[config.mk]
export PLATFORM = sky130hd
export DESIGN_NAME = dlpe_cell
export DESIGN_NICKNAME = d
export VERILOG_FILES = /design/src/dlpe_pkg.sv /design/src/dlpe_cell.sv
export SDC_FILE = /design/constraint.sdc
export NUM_CORES = 1
export LEC_CHECK = 0
export BUFFER_PORTS_ARGS = -buffer_cell sky130_fd_sc_hd__buf_2
export CAP_MARGIN = 0
export CORE_MARGIN = 4
export CORE_UTILIZATION = 23
export DETAILED_ROUTE_END_ITERATION = 16
export SLEW_MARGIN = 30
export SYNTH_ARGS = -nofsm -noshare
export SYNTH_HDL_FRONTEND = slang
export SYNTH_SLANG_ARGS = --single-unit
[constraint.sdc]
create_clock -name clk -period 0.8 [get_ports clk]
set_input_delay 0.08 -clock clk [delete_from_list [all_inputs] [get_ports clk]]
set_output_delay 0.08 -clock clk [all_outputs]
set_load 0.02 [all_outputs]
[src/dlpe_pkg.sv]
// ----------------------------------------------------------------------------
// dlpe_pkg
// Shared types, codes and defaults for the lease pool engine.
// ----------------------------------------------------------------------------
package dlpe_pkg;

    localparam int POOL_DEPTH_DEF = 1024;
    localparam int ID_BITS        = 16;
    localparam int TIME_BITS      = 31;
    localparam int CFG_BITS       = 30;
    localparam int CFG_IDX_BITS   = 3;

    localparam logic [10:0] POOL_ENTRIES_RST  = 11'd1024;
    localparam logic [29:0] DEFAULT_LEASE_RST = 30'd3600;
    localparam logic [29:0] MAX_LEASE_RST     = 30'd86400;
    localparam logic [29:0] MIN_LEASE_RST     = 30'd60;
    localparam logic [15:0] SERVER_ID_RST     = 16'd1;

    typedef enum logic [2:0] {
        REG_POOL_ENTRIES  = 3'd0,
        REG_DEFAULT_LEASE = 3'd1,
        REG_MAX_LEASE     = 3'd2,
        REG_MIN_LEASE     = 3'd3,
        REG_SERVER_ID     = 3'd4
    } reg_idx_t;

    typedef enum logic [1:0] {
        ST_FREE     = 2'd0,
        ST_OFFERED  = 2'd1,
        ST_OCCUPIED = 2'd2,
        ST_EXPIRED  = 2'd3
    } entry_state_t;

    localparam logic [1:0] OP_DISCOVER = 2'd0;
    localparam logic [1:0] OP_REQUEST  = 2'd1;
    localparam logic [1:0] DEST_SELF   = 2'd0;
    localparam logic [1:0] DEST_BCAST  = 2'd1;
    localparam logic [1:0] KIND_OFFER  = 2'd0;
    localparam logic [1:0] KIND_ACK    = 2'd1;
    localparam logic [1:0] KIND_NAK    = 2'd2;

    typedef enum logic [1:0] {
        ACT_NONE    = 2'd0,
        ACT_OFFER   = 2'd1,
        ACT_ACK     = 2'd2,
        ACT_RELEASE = 2'd3
    } act_t;

    typedef enum logic [2:0] {
        FSM_IDLE   = 3'd0,
        FSM_AGE    = 3'd1,
        FSM_DECIDE = 3'd2,
        FSM_APPLY  = 3'd3,
        FSM_EMIT   = 3'd4
    } fsm_t;

    typedef struct packed {
        entry_state_t           status;
        logic [TIME_BITS-1:0]   expiry;
        logic [ID_BITS-1:0]     owner;
    } entry_t;

    typedef struct packed {
        logic [29:0] now;
        logic [15:0] client;
        logic [1:0]  dest_kind;
        logic [1:0]  op;
        logic [15:0] addr;
        logic [29:0] deadline;
    } in_item_t;

    typedef struct packed {
        logic [1:0]  kind;
        logic [15:0] client_res;
        logic [15:0] addr_res;
        logic [30:0] expiry;
    } out_item_t;

    // Control from the sequencer to the head cell
    typedef struct packed {
        logic                 apply;
        logic                 in_range;
        logic                 target;
        act_t                 act;
        logic [29:0]          now;
        logic [ID_BITS-1:0]   client;
        logic [TIME_BITS-1:0] grant;
    } head_ctl_t;

endpackage

[src/dlpe_cell.sv]
// ----------------------------------------------------------------------------
// dlpe_cell
// One pool entry of the ring; takes its neighbor's entry when shifting.
// ----------------------------------------------------------------------------
module dlpe_cell (
    input  logic            clk,
    input  logic            rst_n,
    input  logic            shift,
    input  dlpe_pkg::entry_t d,
    output dlpe_pkg::entry_t q
);
    import dlpe_pkg::*;

    entry_t q_reg;

    always_ff @(posedge clk or negedge rst_n)
    begin
        if (!rst_n)
        begin
            q_reg <= '0;
        end
        else if (shift)
        begin
            q_reg <= d;
        end
    end

    assign q = q_reg;
endmodule

==> impl_results.md, run 1 <==
- Final hold violation count: 0
- Post-Syn Area: between 1500 and 2000 um2
- Final #Nets: between 200 and 300
- Fill cells: between 700 and 800
- FF+latch count, synth: between 40 and 50
- CP startpoint: q[23]
- Die Y: about 100 um
- Failing checks: setup timing
- Clk root buf: clkbuf_8
- Htree depth: 2
- Post-Synth XOR/XNOR Area: 0%
- Slew headroom: 85.30%
- Maximum VDD drop: slightly below 0.7 mV
- Crit-path max cell delay: about 0.43 ns
- DRT Pass-1 Iters: 4
- Vias in the first global route: 1,394
- Seq pwr share: around 48%
- Clock Power Share: around 27%
- Slew @ Worst Pin: between 0.2 and 0.25 ns
- Critical path buffers and inverters: 1
- Critical Path End Type: output pin
- Critical Path Source Type: flip-flop
- Hold Worst Slack: 0.01703 ns
- Post-Synthesis Cells: between 100 and 150
- Total global-route track usage: 9.254%
- Area fraction in compound gates after synthesis: 0%
- CTS tree: done
- Drt initial violations: 13
- Max stage delay cell, worst path: dfrtp_2
- Clk_skew: 0 ns
- Share of cells above drive strength 1: a little over nine tenths
- Count leader, synth: dfrtp_1
- Hold path startpoint: d[37]
- Main synth FF type: dfrtp_1
- GRT Residual Overflow: 0
- Internal power: 4597 uW
- CTS sink count: 49
- Via density: just over 4
- Combinational share of power: between 20 and 30%
- Main combinational cell family by area after synthesis: multiplexers
- Setup WS post-layout: -0.1353 ns
- Mux cell area share after synthesis: 31.61%
- Final Max Slew Viols: 0
- Syn avg cell area: between 15 and 20 um2
- Synth Warn #: 0
- Async set-reset flop share out of synthesis: between 90% and 100%
- Leak: approximately 0.0015 uW
- Reg-to-reg startpoint: q[24]
- Max reg flops: 49
- Crit Path Class: flip-flop to output pin
- Post-Synth Adder-Cell Area: 0%
- FF+latch area: about 1300 um2
- Syn Nets: roughly 160
- RSZ-0062 raised after global routing: yes
- CP max FO: 2
- DRC Markers: 0
- Top cells by count, synth: dfrtp_1 (49), mux2_2 (39), mux2_4 (10)
- Clock slew at reported path FFs: around 0.08 ns
- Final worst-path cycle share: 116.9%
- Distinct cells, synth: 6
- Number of buffers created by CTS: 5
- Power Dens Cells: 1950 nW/um2
- GPL Wtd Cong: 0.7606
- Largest net degree at the start of global routing: 33
- Drt total wl: around 4.6 mm
- Top cell type's share of synthesized area: 65.77%
- Dpl hpwl: 3.317 mm
- Ranking of synthesized cells by area: dfrtp_1 (66%), mux2_2 (24%), mux2_4 (8.1%), buf_4 (1.2%), buf_8 (0.81%)
- # diodes: 0
- Cell breakdown of the critical path: buf_6
- Initial antenna violation count: 0
- Simple-Gate Fraction of Synth Area: 0%
- Avg WL per Cell: 14.13 um
- Multi-input logic area: 604.3 um2
- Status: finished with violations
- Setup TNS: -6.152 ns
- IO Pins: around 100
- Critical path's top delay family: flip-flops
- Post-synth EDFFs: 0
- Setup-failing EPs final: 59
- CP Data Required Time: roughly 0.72 ns
- Min Tclk post-route: 0.9353 ns
- Fmax: ~1.1 GHz
- Core area: about 7800 um2
- Area leader, netlist: dfrtp_1
- Worst EP arrival: roughly 0.86 ns
- Die width: about 98 um
- Die area: 9610 um2
- Post-DRT Antenna Nets: 0
- Area grow syn2layout: 70.47%
- Total net switching power: roughly 1600 uW
- Maximum clock path buffer count: 2
- Register area share after synthesis: about two thirds
- Site Rows: 32
- Max cap viols: 0
- Initial Utilization: a little under a quarter
- Port Buffers: 100
- Clk Latency, worst-skew pair: just under 0.3 ns
- Worst hold path class: input pin to flip-flop
- Via count: 1,334
- Switch share: 25.81%
- First-pass GRT wire length: 7.107 mm
[through the flow]
stage                     setup WS, ns  instances  instance area (um2)  util [%]  total power, uW
after floorplan               -0.02224        103                 1926         -             3603
after global placement        -0.09710        306                 2587     33.14             4092
after detailed placement       -0.1222        306                 2587     33.14             4118
after CTS                      -0.1495        324                 3104     39.76             6269
after global routing           -0.1708        328                 3178     40.71             6534
final                          -0.1353        328                 3178     40.71             6196
[final timing paths]
| kind | to | slack, ns | depth (start not counted) |
|---|---|---|---|
| setup / recovery | q[23] | -0.14 | 1 |
| hold / removal | q[37] | 0.02 | 2 |
| setup reg to reg | q[24] | -0.12 | 2 |
| hold reg to reg | q[37] | 0.53 | 1 |
| max in group asynchronous | q[25] | 0.25 | 3 |
| min in group asynchronous | q[1] | 0.31 | 3 |
[cells by family after synthesis]
logic type	after synthesis
flops	49
mux	49
buf+inv	5
[worst reg2reg max path, cell delays in order (launching register included)]
cell	delay, ns
dfrtp_2	0.42
buf_6	0.12
mux2_4	0.26
[cells in the final DEF, fill, tap and decap left out]
cell type       instances
dlymetal6s4s_1          2
bufinv_16               1
buf_12                  3
buf_2                  50
clkinv_2                1
mux2_2                 35
dlygate4sd3_1          10
dfrtp_2                49
buf_4                   3
mux2_4                 14
buf_6                  53
clkbuf_8                5
[layout make-up]
class	count	area share, %
Timing Repair Buffer	121	33.19
Clock buffer	5	2.165
Tap cell	102	4.016
Multi-Input combinational cell	49	19.02
Sequential cell	49	40.51
Clock inverter	2	1.102
[repair_timing]
| action | 4_1_cts | 5_1_grt |
|---|---|---|
| cloned | 0 | 0 |
| pin swaps | 0 | 0 |
| hold endpoints to repair | 56 | 4 |
| hold buffers | 8 | 4 |
| resized for setup | 99 | 9 |
| setup buffers | 3 | 1 |
| setup endpoints to repair | 49 | 83 |
[routing by layer]
layer / wire, um / global-route usage, %
met4: 73 / 3.195
met1: 1802 / 10.79
met3: 329 / 3.071
met2: 2429 / 15.92
met5: 0 / 0
[power by group through the flow]
stage,Clock (uW),Combinational [uW],Sequential (uW)
after floorplan,0,346,3260
after global placement,0,1170,2920
after detailed placement,0,1180,2940
after CTS,1790,1530,2950
after global routing,1890,1650,2990
final,1680,1570,2950
(Power assumes the default switching activity.)
==> run 2: changes to the inputs <==
Settings changed: ABC_CLOCK_PERIOD_IN_PS set to 800, SETUP_SLACK_MARGIN set to 0.3.
==> impl_results.md, run 2 (same netlist as run 1, synthesis figures left out) <==
- Number of buffers created by CTS: 5 (unchanged)
- Slew headroom: 85.45% (was 85.30%)
- Maximum clock path buffer count: 2 (unchanged)
- Most frequent cells in the layout: buf_6 (53), buf_2 (51), dfrtp_2 (49), mux2_2 (35), mux2_4 (14) (was buf_6 (53), buf_2 (50), dfrtp_2 (49), mux2_2 (35), mux2_4 (14))
- Port Buffers: 100 (unchanged)
- Maximum VDD drop: 0.6771 mV (was 0.6800 mV)
- Drt initial violations: 15 (was 13)
- DRT Pass-1 Iters: 3 (was 4)
- Place WS: -0.1222 ns (unchanged)
- Clock Power Share: 27.3% (was 27.0%)
- Clk_skew: 0 ns (unchanged)
- Area grow syn2layout: 64.03% (was 70.47%)
- Final Max Slew Viols: 0 (unchanged)
- Crit Path Class: flip-flop to output pin (unchanged)
- IO Pins: 101 (unchanged)
- Final hold violation count: 49 (was 0)
- Avg WL per Cell: 14.10 um (was 14.13 um)
- GPL Wtd Cong: 0.7606 (unchanged)
- Initial Utilization: 23.88% (unchanged)
- Combinational share of power: 24.7% (was 25.3%)
- GRT Residual Overflow: 0 (unchanged)
- Setup WS post-layout: -0.1331 ns (was -0.1353 ns)
- Share of cells above drive strength 1: 100.0% (was 94.69%)
- CTS tree: done (unchanged)
- Switch share: 25.84% (was 25.81%)
- Max cap viols: 0 (unchanged)
- Worst EP arrival: 0.85 ns (was 0.86 ns)
- Vias in the first global route: 1,363 (was 1,394)
- Tot Pwr: 6146 uW (was 6196 uW)
- Core area: 7807 um2 (unchanged)
- FF-to-FF path depth: 2 (unchanged)
- First-pass GRT wire length: 6.962 mm (was 7.107 mm)
- Critical Path Source Type: flip-flop (unchanged)
- RSZ-0062 raised after global routing: yes (unchanged)
- Clk root buf: clkbuf_8 (unchanged)
- Largest net degree at the start of global routing: 33 (unchanged)
- Fill cells: 743 (was 725)
- Max reg flops: 49 (unchanged)
- Slew @ Worst Pin: 0.2182 ns (was 0.2205 ns)
- Internal power: 4558 uW (was 4597 uW)
- Leak: 0.001394 uW (was 0.001458 uW)
- Via density: 4.032 (was 4.067)
- Final #Nets: 267 (was 278)
- Seq pwr share: 48.1% (was 47.7%)
- Post-layout util: 39.17% (was 40.71%)
- Worst path depth: 1 (unchanged)
- CP max FO: 2 (unchanged)
- Cell breakdown of the critical path: buf_6 (unchanged)
- Fmax: 1.072 GHz (was 1.069 GHz)
- Post-DRT Antenna Nets: 0 (unchanged)
- Dpl hpwl: 3.317 mm (unchanged)
- DRC Markers: 0 (unchanged)
- Commonest non-fill, non-tap cell in the layout: buf_6 (unchanged)
- Setup TNS: -6.134 ns (was -6.152 ns)
- Final worst-path cycle share: 116.6% (was 116.9%)
- Hold Worst Slack: -0.2520 ns (was 0.01703 ns)
- Htree depth: 2 (unchanged)
- Crit-path max cell delay: 0.43 ns (about the same)
- Failing checks: hold timing, setup timing (was setup timing)
- Die area: 9610 um2 (unchanged)
- Power Dens Cells: 2010 nW/um2 (was 1950 nW/um2)
- # diodes: 0 (unchanged)
- Total global-route track usage: 9.030% (was 9.254%)
- Setup-failing EPs final: 57 (was 59)
- Die width: 98.03 um (unchanged)
- Clk Latency, worst-skew pair: 0.29 ns (about the same)
- Initial antenna violation count: 0 (unchanged)
- Via count: 1,278 (was 1,334)
- Critical path buffers and inverters: 1 (unchanged)
- Site Rows: 32 (unchanged)
- Max stage delay cell, worst path: dfrtp_2 (unchanged)
- Drt total wl: 4.471 mm (was 4.635 mm)
- Critical Path End Type: output pin (unchanged)
- CP Data Required Time: 0.72 ns (about the same)
- CTS sink count: 49 (unchanged)
- Worst hold path class: input pin to async pin (was input pin to flip-flop)
- Critical path's top delay family: flip-flops (unchanged)
- Die Y: 98.03 um (unchanged)
- Status: finished with violations (unchanged)
- Clock slew at reported path FFs: 0.08 ns (about the same)
- Min Tclk post-route: 0.9331 ns (was 0.9353 ns)
- Total net switching power: 1588 uW (was 1599 uW)
==> run 2: cell count changes in the layout (fill, tap and decap cells not counted), sizes merged <==
cell,before,now
dlygate4sd3,10,0
dlymetal6s4s,2,0
buf,109,110
==> run 2: what timing repair did <==
item / CTS / global route
buffers inserted: 3 / 1
cloned: 0 / 0
pin swaps: 0 / 0
hold endpoints to repair: 56 / 53
endpoints found under the setup margin: 98 / 98
gates resized for setup: 102 / 4
==> run 2: area by class of cell <==
| cell class | count | area [um2] | area share (%) |
|---|---|---|---|
| clock inverters | 2 | 35.03 | 1.146 |
| well taps | 102 | 127.6 | 4.173 |
| flip-flops and latches | 49 | 1287 | 42.10 |
| clock buffers | 5 | 68.82 | 2.250 |
| repair buffers | 110 | 934.6 | 30.56 |
| multi-input cells | 49 | 604.3 | 19.76 |
==> run 2: routing by layer <==
metal | wire [um] | vias to the layer above | global-route usage [%]
met1 | 1720 | 635 | 10.43
met5 | 0 | - | 0
li1 | - | 583 | -
met2 | 2370 | 54 | 15.60
met3 | 322 | 6 | 3.000
met4 | 57 | 0 | 3.195
==> run 2: power by group through the flow <==
stage | Clock (uW) | Combinational (uW) | Sequential, uW
floorplan | 0 | 346 | 3260
global placement | 0 | 1170 | 2920
detailed placement | 0 | 1180 | 2940
CTS | 1790 | 1510 | 2950
global route | 1890 | 1600 | 2990
finish | 1680 | 1520 | 2950
==> run 2: worst paths after layout <==
kind	slack [ns]	end	startpoint
max in group asynchronous	0.82	q[25]	rst_n
max	-0.13	q[14]	q[14]
min in group clk	0.01	q[45]	d[45]
max reg2reg	-0.11	q[14]	q[14]
min	-0.25	q[1]	rst_n
min reg2reg	0.53	q[37]	q[37]
==> run 2: through the flow <==
step	std cells	hold slack (ns)	cell area, um2
after floorplan	103	-0.2156	1926
after global placement	306	0.06124	2587
after detailed placement	306	0.06752	2587
after CTS	316	-0.2593	3035
after global routing	317	-0.2542	3058
final	317	-0.2520	3058
