## config.mk

```make
export PLATFORM = sky130hd
export DESIGN_NAME = dlpe_head
export DESIGN_NICKNAME = d
export VERILOG_FILES = /design/src/dlpe_pkg.sv /design/src/dlpe_head.sv
export SDC_FILE = /design/constraint.sdc
export NUM_CORES = 1
export LEC_CHECK = 0
export BUFFER_PORTS_ARGS = -buffer_cell sky130_fd_sc_hd__buf_2
export CAP_MARGIN = 0
export CORE_ASPECT_RATIO = 1.25
export CORE_MARGIN = 1
export CORE_UTILIZATION = 40
export DETAILED_ROUTE_END_ITERATION = 6
export GPL_TIMING_DRIVEN = 0
export PLACE_DENSITY = 0.83
export SLEW_MARGIN = 20
export SYNTH_ARGS = -nofsm -noshare
export SYNTH_HDL_FRONTEND = slang
export SYNTH_SLANG_ARGS = --single-unit
```

## constraint.sdc

```tcl
create_clock -name vclk -period 2.77
set_input_delay 0.277 -clock vclk [all_inputs]
set_output_delay 0.277 -clock vclk [all_outputs]
set_load 0.005 [all_outputs]
```

## src/dlpe_pkg.sv

```systemverilog
// ----------------------------------------------------------------------------
// dlpe_pkg
// Shared types, codes and defaults for the lease pool engine.
// ----------------------------------------------------------------------------
package dlpe_pkg;

    localparam int POOL_DEPTH_DEF = 1024;
    localparam int ID_BITS        = 16;
    localparam int TIME_BITS      = 31;
    localparam int CFG_BITS       = 30;
    localparam int CFG_IDX_BITS   = 3;

    localparam logic [10:0] POOL_ENTRIES_RST  = 11'd1024;
    localparam logic [29:0] DEFAULT_LEASE_RST = 30'd3600;
    localparam logic [29:0] MAX_LEASE_RST     = 30'd86400;
    localparam logic [29:0] MIN_LEASE_RST     = 30'd60;
    localparam logic [15:0] SERVER_ID_RST     = 16'd1;

    typedef enum logic [2:0] {
        REG_POOL_ENTRIES  = 3'd0,
        REG_DEFAULT_LEASE = 3'd1,
        REG_MAX_LEASE     = 3'd2,
        REG_MIN_LEASE     = 3'd3,
        REG_SERVER_ID     = 3'd4
    } reg_idx_t;

    typedef enum logic [1:0] {
        ST_FREE     = 2'd0,
        ST_OFFERED  = 2'd1,
        ST_OCCUPIED = 2'd2,
        ST_EXPIRED  = 2'd3
    } entry_state_t;

    localparam logic [1:0] OP_DISCOVER = 2'd0;
    localparam logic [1:0] OP_REQUEST  = 2'd1;
    localparam logic [1:0] DEST_SELF   = 2'd0;
    localparam logic [1:0] DEST_BCAST  = 2'd1;
    localparam logic [1:0] KIND_OFFER  = 2'd0;
    localparam logic [1:0] KIND_ACK    = 2'd1;
    localparam logic [1:0] KIND_NAK    = 2'd2;

    typedef enum logic [1:0] {
        ACT_NONE    = 2'd0,
        ACT_OFFER   = 2'd1,
        ACT_ACK     = 2'd2,
        ACT_RELEASE = 2'd3
    } act_t;

    typedef enum logic [2:0] {
        FSM_IDLE   = 3'd0,
        FSM_AGE    = 3'd1,
        FSM_DECIDE = 3'd2,
        FSM_APPLY  = 3'd3,
        FSM_EMIT   = 3'd4
    } fsm_t;

    typedef struct packed {
        entry_state_t           status;
        logic [TIME_BITS-1:0]   expiry;
        logic [ID_BITS-1:0]     owner;
    } entry_t;

    typedef struct packed {
        logic [29:0] now;
        logic [15:0] client;
        logic [1:0]  dest_kind;
        logic [1:0]  op;
        logic [15:0] addr;
        logic [29:0] deadline;
    } in_item_t;

    typedef struct packed {
        logic [1:0]  kind;
        logic [15:0] client_res;
        logic [15:0] addr_res;
        logic [30:0] expiry;
    } out_item_t;

    // Control from the sequencer to the head cell
    typedef struct packed {
        logic                 apply;
        logic                 in_range;
        logic                 target;
        act_t                 act;
        logic [29:0]          now;
        logic [ID_BITS-1:0]   client;
        logic [TIME_BITS-1:0] grant;
    } head_ctl_t;

endpackage

```

## src/dlpe_head.sv

```systemverilog
// ----------------------------------------------------------------------------
// dlpe_head
// Entry processor at the ring head: ages on the first pass, updates on the
// second.
// ----------------------------------------------------------------------------
module dlpe_head (
    input  dlpe_pkg::entry_t    entry_i,
    input  dlpe_pkg::head_ctl_t ctl,
    output dlpe_pkg::entry_t    entry_o
);
    import dlpe_pkg::*;

    logic due;

    always_comb
    begin
        entry_o = entry_i;
        due = ({1'b0, entry_i.expiry} <= {2'b0, ctl.now});
        if (ctl.in_range)
        begin
            if (!ctl.apply)
            begin
                // age
                if (entry_i.status == ST_OFFERED && due)
                begin
                    entry_o = '0;
                end
                else if (entry_i.status == ST_OCCUPIED && due)
                begin
                    entry_o.status = ST_EXPIRED;
                    entry_o.expiry = '0;
                end
            end
            else
            begin
                case (ctl.act)
                    ACT_OFFER:
                    begin
                        if (ctl.target)
                        begin
                            entry_o.status = ST_OFFERED;
                            entry_o.owner  = ctl.client;
                            entry_o.expiry = ctl.grant;
                        end
                    end
                    ACT_ACK:
                    begin
                        if (ctl.target)
                        begin
                            entry_o.status = ST_OCCUPIED;
                            entry_o.expiry = ctl.grant;
                        end
                    end
                    ACT_RELEASE:
                    begin
                        if (entry_i.status == ST_OFFERED && entry_i.owner == ctl.client)
                        begin
                            entry_o = '0;
                        end
                    end
                    default:
                    begin
                        entry_o = entry_i;
                    end
                endcase
            end
        end
    end
endmodule

```

==> results of run 1 <==
==> worst min path at each step <==
stage | startpoint | endpoint | depth (start not counted)
2_1_floorplan | ctl[31] | entry_o[0] | 2
3_3_place_gp | ctl[21] | entry_o[37] | 4
3_5_place_dp | ctl[29] | entry_o[45] | 4
4_1_cts | ctl[22] | entry_o[38] | 4
5_1_grt | ctl[25] | entry_o[41] | 4
6_report | ctl[29] | entry_o[45] | 4
==> cells in the mapped netlist (all sizes together), types with 2 or more instances <==
library cell  instances  area (sq um)
nor4                  4          46.3
buf                   6          35.0
clkbuf               10          37.5
o31ai                42           315
o21ai                19          95.1
nor2                  6          22.5
nand3                 8          40.0
a31oi                 3          18.8
nor2b                 2          12.5
nor3b                 2          15.0
a21oi                13          65.1
and4                  3          26.3
nand2b                7          43.8
nand2                55           206
xnor2                16           140
nand4                10          62.6
xor2                  2          17.5
inv                  71           267
nand3b                2          15.0
o22ai                 2          18.8
a22o                  5          43.8
ha                   30           375
==> power by group through the flow <==
stage	Clock [mW]	Combinational [mW]	Sequential, mW
final	0	0.480	0
after global placement	0	0.403	0
after global routing	0	0.530	0
after detailed placement	0	0.414	0
after CTS	0	0.422	0
after floorplan	0	0.208	0
==> metrics by stage <==
step                 util  total power [mW]  hold WS, ns
finish              0.700             0.480        0.821
CTS                 0.636             0.422        0.819
detailed placement  0.623             0.414        0.818
floorplan               -             0.208        0.648
global route        0.700             0.530        0.839
global placement    0.623             0.403        0.814
==> metal layers <==
layer | part of all wire | global-route usage
met5 | 0 | 0
met4 | 0.011 | 0.0522
met3 | 0.064 | 0.0208
met2 | 0.54 | 0.509
met1 | 0.38 | 0.288
==> timing repair <==
item                                    in CTS  in global routing
endpoints found under the setup margin      46                 42
cloned                                       1                  2
pin swaps                                    4                 13
resized for setup                            8                 57
setup buffers                                3                  2
==> critical path: cells and delay by family <==
kind,cells,cell delay [ns]
AND/OR/NAND/NOR,3,1.01
buffers and inverters,4,0.61
adder cells (fa/ha/maj),1,0.27
AO/OA/AOI/OAI,3,0.34
==> cell families (layout without fill, tap and decap cells) <==
kind of cell,Yosys count,in the layout,share of synthesized area
and+or+nand+nor,105,105,0.266
AOI/OAI and AO/OA,91,91,0.303
buffers and inverters,87,272,0.168
adders and majority gates,30,30,0.186
xor gates and xnor gates,18,18,0.0779
==> layout make-up <==
class | count | area (sq um) | area share
well taps | 60 | 75.1 | 0.0223
repair buffers | 186 | 1010 | 0.301
plain buffers | 15 | 97.6 | 0.0290
inverters | 71 | 267 | 0.0793
multi-input cells | 244 | 1910 | 0.568
==> impl_metrics.py, run 1 <==
metrics = {
    "route": {
        "drcViolationCount": 0,
        "drtAntennaViolNets": 0,
        "viasPerCell": 5.26,
        "routed_wl_microns": 8020,
        "first_iter_violations": 69,
        "num_vias": 3032,
        "firstDrtPassIters": 5,
        "wl_per_cell_microns": 13.9,
    },
    "cells_and_area": {
        "syn2layout_area_growth_pct": 66.2,
        "final_cell_mix": "buf_2, inv_1, nand2_1, o31ai_1, ha_1",
        "fin_cells": 576,
        "layout.area.seq_sq_um": 0,
        "fin_area_sq_mm": 0.00336,
        "n_antenna_cell": 0,
        "finalNetCount": 679,
        "final_common_cell": "buf_2",
        "layout-drive-gt1-share": 0.444,
        "fill_cells": 391,
        "design.seq.count": 0,
        "clkbuf_count": 0,
    },
    "power_and_ir_drop": {
        "p_clk_frac": 0,
        "ir_worst_vdd_mv": 0.0809,
        "power.switching_uw": 235,
        "p_leak_nw": 1.82,
        "p_int_uw": 245,
        "pwr-share-seq": 0,
        "comb_power_share": 1.000,
        "power_density_mw_per_mm2": 143,
        "switching_share": 0.490,
    },
    "placed_design": {
        "io_buffer_count": 178,
        "hpwl_microns": 6390,
        "gp_congestion": 0.851,
        "dpl_cell_area_sq_mm": 0.00299,
        "pre_cts_ws_ns": -0.198,
        "dp_cells": 569,
    },
    "timing": {
        "slew_violations": 0,
        "fin_crit_ns": 2.79,
        "slew_headroom": 0.660,
        "hold_viol": 0,
        "tightest_slew_ns": 0.509,
        "post-route-period-util": 1.01,
        "fmax_mhz": 358,
        "finalSetupViolations": 6,
        "fin_tns_setup_ns": -0.0812,
        "worst_slack_ns": -0.0207,
        "rsz0062_at_grt": "yes",
    },
    "outcome": {
        "outcome": "finished, violations left",
        "violations": "setup timing",
    },
    "setup_path": {
        "crit_path_end": "entry_o[30]",
        "cp-start-kind": "primary input",
        "crit_chain": "buf_8 > ha_4 > nand4_1 > or4_4 > o21ai_4 > o22ai_4 > nor4_4 > buf_6 > clkbuf_16 > o31ai_4 > buf_2",
        "worstSetupEndpointType": "output port",
        "crit_arrival_ns": 2.51,
        "slowest_stage": "or4_4",
        "startpoint": "entry_i[26]",
        "required_ns": 2.49,
        "cp_max_fo": 6,
        "crit_type": "in2out",
        "crit_path_max_incr_delay_ns": 0.61,
    },
    "floorplanning": {
        "die-area_sq_mm": 0.00535,
        "num_rows": 28,
        "num_io_pins": 180,
        "dieWidth_microns": 65.6,
        "start_util": 0.422,
        "die_h_microns": 81.5,
        "core_sq_mm": 0.00480,
    },
    "global_routing": {
        "grt_pass1_vias": 2606,
        "globalRouteTotalUtil": 0.255,
        "grt_pass1_wl_microns": 11100,
        "grt_overflow": 0,
        "grt_antenna_before_repair": 0,
        "grt_max_degree": 11,
    },
    "yosys": {
        "postSynthCellCount": 331,
        "syn_nets": 492,
        "syn_area_per_cell_sq_um": 6.11,
        "ys_seq_area_frac": 0,
        "ys_types": 41,
        "yosysWarnings": 0,
        "mappedNetlistArea_sq_mm": 0.00202,
    },
    "hold_path": {
        "hold_path.class": "in2out",
    },
    "job": {
        "max-cap-violations": 0,
    },
    "clock_network": {
        "ctsHoldBuffers": 0,
    },
}
Power figures use the tool's default switching activity.
==> run 2: changes to the inputs <==
--- a/config.mk
+++ b/config.mk
@@ -12,6 +12,7 @@
 export CORE_UTILIZATION = 40
 export DETAILED_ROUTE_END_ITERATION = 6
 export GPL_TIMING_DRIVEN = 0
+export MAX_ROUTING_LAYER = met4
 export PLACE_DENSITY = 0.83
 export SLEW_MARGIN = 20
 export SYNTH_ARGS = -nofsm -noshare
==> impl_metrics.py, run 2 (synthesis results as in run 1) <==
metrics = {
    "outcome": {
        "outcome": "finished, violations left",
        "violations": "setup timing",
    },
    "global_routing": {
        "grt_overflow": 0,
        "grt_util_met1": 0.289,
        "grt_busiest_layer": "met2",
        "grt_antenna_before_repair": 0,
        "grtUsageMet2": 0.511,
        "grt_max_degree": 11,
        "globalRouteTotalUtil": 0.263,
        "grt_pass1_wl_microns": 11200,
        "met3_usage": 0.0222,
        "grt_pass1_vias": 2601,
    },
    "cells_and_area": {
        "fin_util": 0.700,
        "clkbuf_count": 0,
        "n_antenna_cell": 0,
        "layout-drive-gt1-share": 0.444,
        "final_common_cell": "buf_2",
        "finalNetCount": 679,
        "syn2layout_area_growth_pct": 66.2,
        "fin_area_sq_mm": 0.00336,
        "design.seq.count": 0,
        "final_cell_mix": "buf_2, inv_1, nand2_1, o31ai_1, ha_1",
        "fill_cells": 391,
        "layout.area.seq_sq_um": 0,
        "fin_cells": 576,
    },
    "setup_path": {
        "crit_type": "in2out",
        "cp_max_fo": 6,
        "startpoint": "entry_i[24]",
        "cp-start-kind": "primary input",
        "required_ns": 2.49,
        "crit_arrival_ns": 2.51,
        "worstSetupEndpointType": "output port",
    },
    "timing": {
        "fin_crit_ns": 2.79,
        "slew_violations": 0,
        "fin_tns_setup_ns": -0.0659,
        "hold_viol": 0,
        "worst_slack_ns": -0.0169,
        "tightest_slew_ns": 0.520,
        "rsz0062_at_grt": "yes",
        "slew_headroom": 0.653,
        "fmax_mhz": 359,
        "finalSetupViolations": 6,
        "post-route-period-util": 1.01,
    },
    "route": {
        "num_vias": 3040,
        "wl_per_cell_microns": 14.0,
        "routed_wl_microns": 8040,
        "drtAntennaViolNets": 0,
        "drcViolationCount": 0,
        "first_iter_violations": 71,
        "viasPerCell": 5.28,
        "firstDrtPassIters": 7,
    },
    "hold_path": {
        "hold_depth": 4,
        "hp-start": "ctl[29]",
        "hold_path.class": "in2out",
    },
    "floorplanning": {
        "num_rows": 28,
        "dieWidth_microns": 65.6,
        "die_h_microns": 81.5,
        "core_sq_mm": 0.00480,
        "num_io_pins": 180,
        "die-area_sq_mm": 0.00535,
        "start_util": 0.422,
    },
    "power_and_ir_drop": {
        "ir_worst_vdd_mv": 0.0812,
        "power_density_mw_per_mm2": 143,
        "p_leak_nw": 1.82,
    },
    "job": {
        "max-cap-violations": 0,
    },
    "placed_design": {
        "dp_cells": 569,
        "hpwl_microns": 6390,
        "dpl_cell_area_sq_mm": 0.00299,
        "gp_congestion": 0.864,
        "io_buffer_count": 178,
    },
    "clock_network": {
        "ctsHoldBuffers": 0,
    },
}
[run 2: cell counts in the layout (fill, tap and decap cells not counted)]
No cell type changed its count.
[run 2: final timing paths]
check	endpoint	slack [ns]
min	entry_o[45]	0.82
max	entry_o[18]	-0.02
[run 2: final cells by class]
type	instances	area, sq um	area share
tap	60	75.1	0.0223
inverter	71	267	0.0793
multi-input combinational	244	1910	0.568
buffer	15	97.6	0.0290
timing repair buffer	186	1010	0.301
[run 2: power breakdown]
part / switching, mW / internal, mW
Clock: 0 / 0
Combinational: 0.235 / 0.245
Sequential: 0 / 0
[run 2: timing repair]
item                       in CTS  in global routing
setup endpoints to repair      46                 42
gates resized for setup         8                 57
hold endpoints to repair        0                  0
pin swaps                       4                 13
gates cloned                    1                  2
buffers inserted                3                  2
[run 2: worst max-delay path: stages]
cell       delay (ns)
buf_2            0.13
ha_4             0.26
nand4_1          0.10
or4_4            0.61
o21ai_4          0.17
o22ai_4          0.12
nor4_4           0.28
buf_6            0.19
clkbuf_16        0.17
o31ai_4          0.05
buf_2            0.14
[run 2: per-layer routing]
| layer | up-vias | part of all wire |
|---|---|---|
| li1 | 1516 | - |
| met1 | 1362 | 0.38 |
| met2 | 148 | 0.54 |
| met3 | 14 | 0.068 |
| met4 | 0 | 0.015 |
| met5 | - | 0 |
[run 2: through the flow]
step | total power [mW] | setup WS [ns] | hold WS (ns)
4_1_cts | 0.422 | 0.00556 | 0.819
3_5_place_dp | 0.414 | -0.198 | 0.818
2_1_floorplan | 0.208 | 0.259 | 0.648
3_3_place_gp | 0.403 | -0.197 | 0.814
5_1_grt | 0.530 | -0.0929 | 0.839
6_report | 0.480 | -0.0169 | 0.820
==> run 3: changes to the inputs <==
--- a/config.mk
+++ b/config.mk
@@ -14,6 +14,7 @@
 export GPL_TIMING_DRIVEN = 0
 export MAX_ROUTING_LAYER = met4
 export PLACE_DENSITY = 0.83
+export SKIP_LAST_GASP = 1
 export SLEW_MARGIN = 20
 export SYNTH_ARGS = -nofsm -noshare
 export SYNTH_HDL_FRONTEND = slang
==> constraint.sdc (replaced) <==
create_clock -name vclk -period 2.77
set_input_delay 0.1385 -clock vclk [all_inputs]
set_output_delay 0.1385 -clock vclk [all_outputs]
set_load 0.005 [all_outputs]
==> impl_metrics.py, run 3 (synthesis results as in run 1) <==
metrics = {
    "outcome": {
        "outcome": "complete, no violations",
    },
    "hold_path": {
        "hold_path.class": "in2out",
    },
    "cells_and_area": {
        "layout-drive-gt1-share": 0.370,
        "final_common_cell": "buf_2",
        "n_antenna_cell": 0,
        "clkbuf_count": 0,
        "finalNetCount": 674,
        "final_cell_mix": "buf_2, inv_1, nand2_1, o31ai_1, ha_1",
        "syn2layout_area_growth_pct": 49.3,
        "design.seq.count": 0,
        "fin_cells": 571,
        "layout.area.seq_sq_um": 0,
    },
    "power_and_ir_drop": {
        "p_int_uw": 211,
        "pwr-share-seq": 0,
        "power.switching_uw": 209,
        "power_density_mw_per_mm2": 139,
        "ir_worst_vdd_mv": 0.0758,
        "p_leak_nw": 1.71,
        "p_clk_frac": 0,
        "comb_power_share": 1.000,
        "switching_share": 0.498,
    },
    "floorplanning": {
        "core_sq_mm": 0.00480,
        "num_io_pins": 180,
        "dieWidth_microns": 65.6,
        "die_h_microns": 81.5,
        "num_rows": 28,
        "die-area_sq_mm": 0.00535,
        "start_util": 0.422,
    },
    "timing": {
        "slew_violations": 0,
        "finalSetupViolations": 0,
        "fin_crit_ns": 2.63,
        "slew_headroom": 0.386,
        "worst_slack_ns": 0.144,
        "tightest_slew_ns": 0.919,
        "fmax_mhz": 381,
        "post-route-period-util": 0.948,
        "hold_viol": 0,
    },
    "setup_path": {
        "crit_top_cell": "buf_2",
        "crit_chain": "buf_2 > ha_1 > nand4_1 > or4_4 > o21ai_1 > o22ai_2 > nor4_4 > clkbuf_4 > o31ai_1 > buf_2",
        "slowest_stage": "or4_4",
        "crit_type": "in2out",
        "cp-start-kind": "primary input",
        "crit_path_max_incr_delay_ns": 0.58,
        "crit_arrival_ns": 2.49,
        "worstSetupEndpointType": "output port",
        "cp_max_fo": 10,
        "required_ns": 2.63,
    },
    "global_routing": {
        "grt_overflow": 0,
        "grt_pass1_wl_microns": 11100,
        "globalRouteTotalUtil": 0.262,
        "grt_max_degree": 11,
        "grt_antenna_before_repair": 0,
        "grt_pass1_vias": 2572,
    },
    "job": {
        "max-cap-violations": 0,
    },
    "placed_design": {
        "hpwl_microns": 6390,
        "gp_congestion": 0.864,
        "pre_cts_ws_ns": 0.0789,
        "io_buffer_count": 178,
        "dp_cells": 569,
    },
    "route": {
        "num_vias": 2917,
        "drcViolationCount": 0,
        "drtAntennaViolNets": 0,
        "first_iter_violations": 51,
        "wl_per_cell_microns": 12.7,
        "viasPerCell": 5.11,
        "firstDrtPassIters": 5,
        "routed_wl_microns": 7240,
    },
}
-- run 3: cell types whose count changed in the layout (fill, tap and decap cells not counted), moves of 4 or more --
cell	previous run	this run
o21ai_0	13	18
inv_1	67	71
o31ai_4	4	0
ha_1	26	30
o21ai_2	4	0
buf_6	5	1
o31ai_2	11	0
o31ai_1	27	42
ha_4	4	0
inv_2	4	0
-- run 3: layer usage --
| layer | track usage | share of wire | vias to the layer above |
|---|---|---|---|
| li1 | - | - | 1509 |
| met1 | 0.285 | 0.40 | 1258 |
| met2 | 0.516 | 0.52 | 142 |
| met3 | 0.0194 | 0.069 | 8 |
| met4 | 0.0413 | 0.010 | 0 |
| met5 | - | 0 | - |
-- run 3: critical path: cells and delay by family --
kind	cells	cell delay (ns)
AO/OA/AOI/OAI	3	0.41
adder cells (fa/ha/maj)	1	0.31
buffers and inverters	3	0.55
AND/OR/NAND/NOR	3	1.08
-- run 3: power by group through the flow --
stage	clock network [mW]	registers, mW	logic (mW)
floorplan	0	0	0.208
detailed placement	0	0	0.414
CTS	0	0	0.417
global route	0	0	0.472
finish	0	0	0.420
global placement	0	0	0.403
-- run 3: worst paths after layout --
kind / slack [ns] / start / depth (start not counted) / to
max: 0.14 / entry_i[29] / 10 / entry_o[30]
min: 0.54 / ctl[22] / 4 / entry_o[38]
-- run 3: area by class of cell --
cell class	instances	area, sq um
fillers	459	1780
multi-input cells	244	1690
repair buffers	180	906
inverters	71	267
plain buffers	16	80.1
well taps	60	75.1
-- run 3: through the flow --
step	hold WS, ns	cell area, sq um	total power, mW	util	setup TNS [ns]
5_1_grt	0.560	3020	0.472	0.629	-0.000665
3_5_place_dp	0.541	2990	0.414	0.623	0
6_report	0.540	3020	0.420	0.629	0
2_1_floorplan	0.371	2020	0.208	-	0
4_1_cts	0.542	2990	0.417	0.623	0
3_3_place_gp	0.537	2990	0.403	0.623	0
-- run 3: what timing repair did --
item	CTS	global route
hold buffers	0	0
buffers inserted	0	2
resized for setup	0	6
setup endpoints to repair	0	36
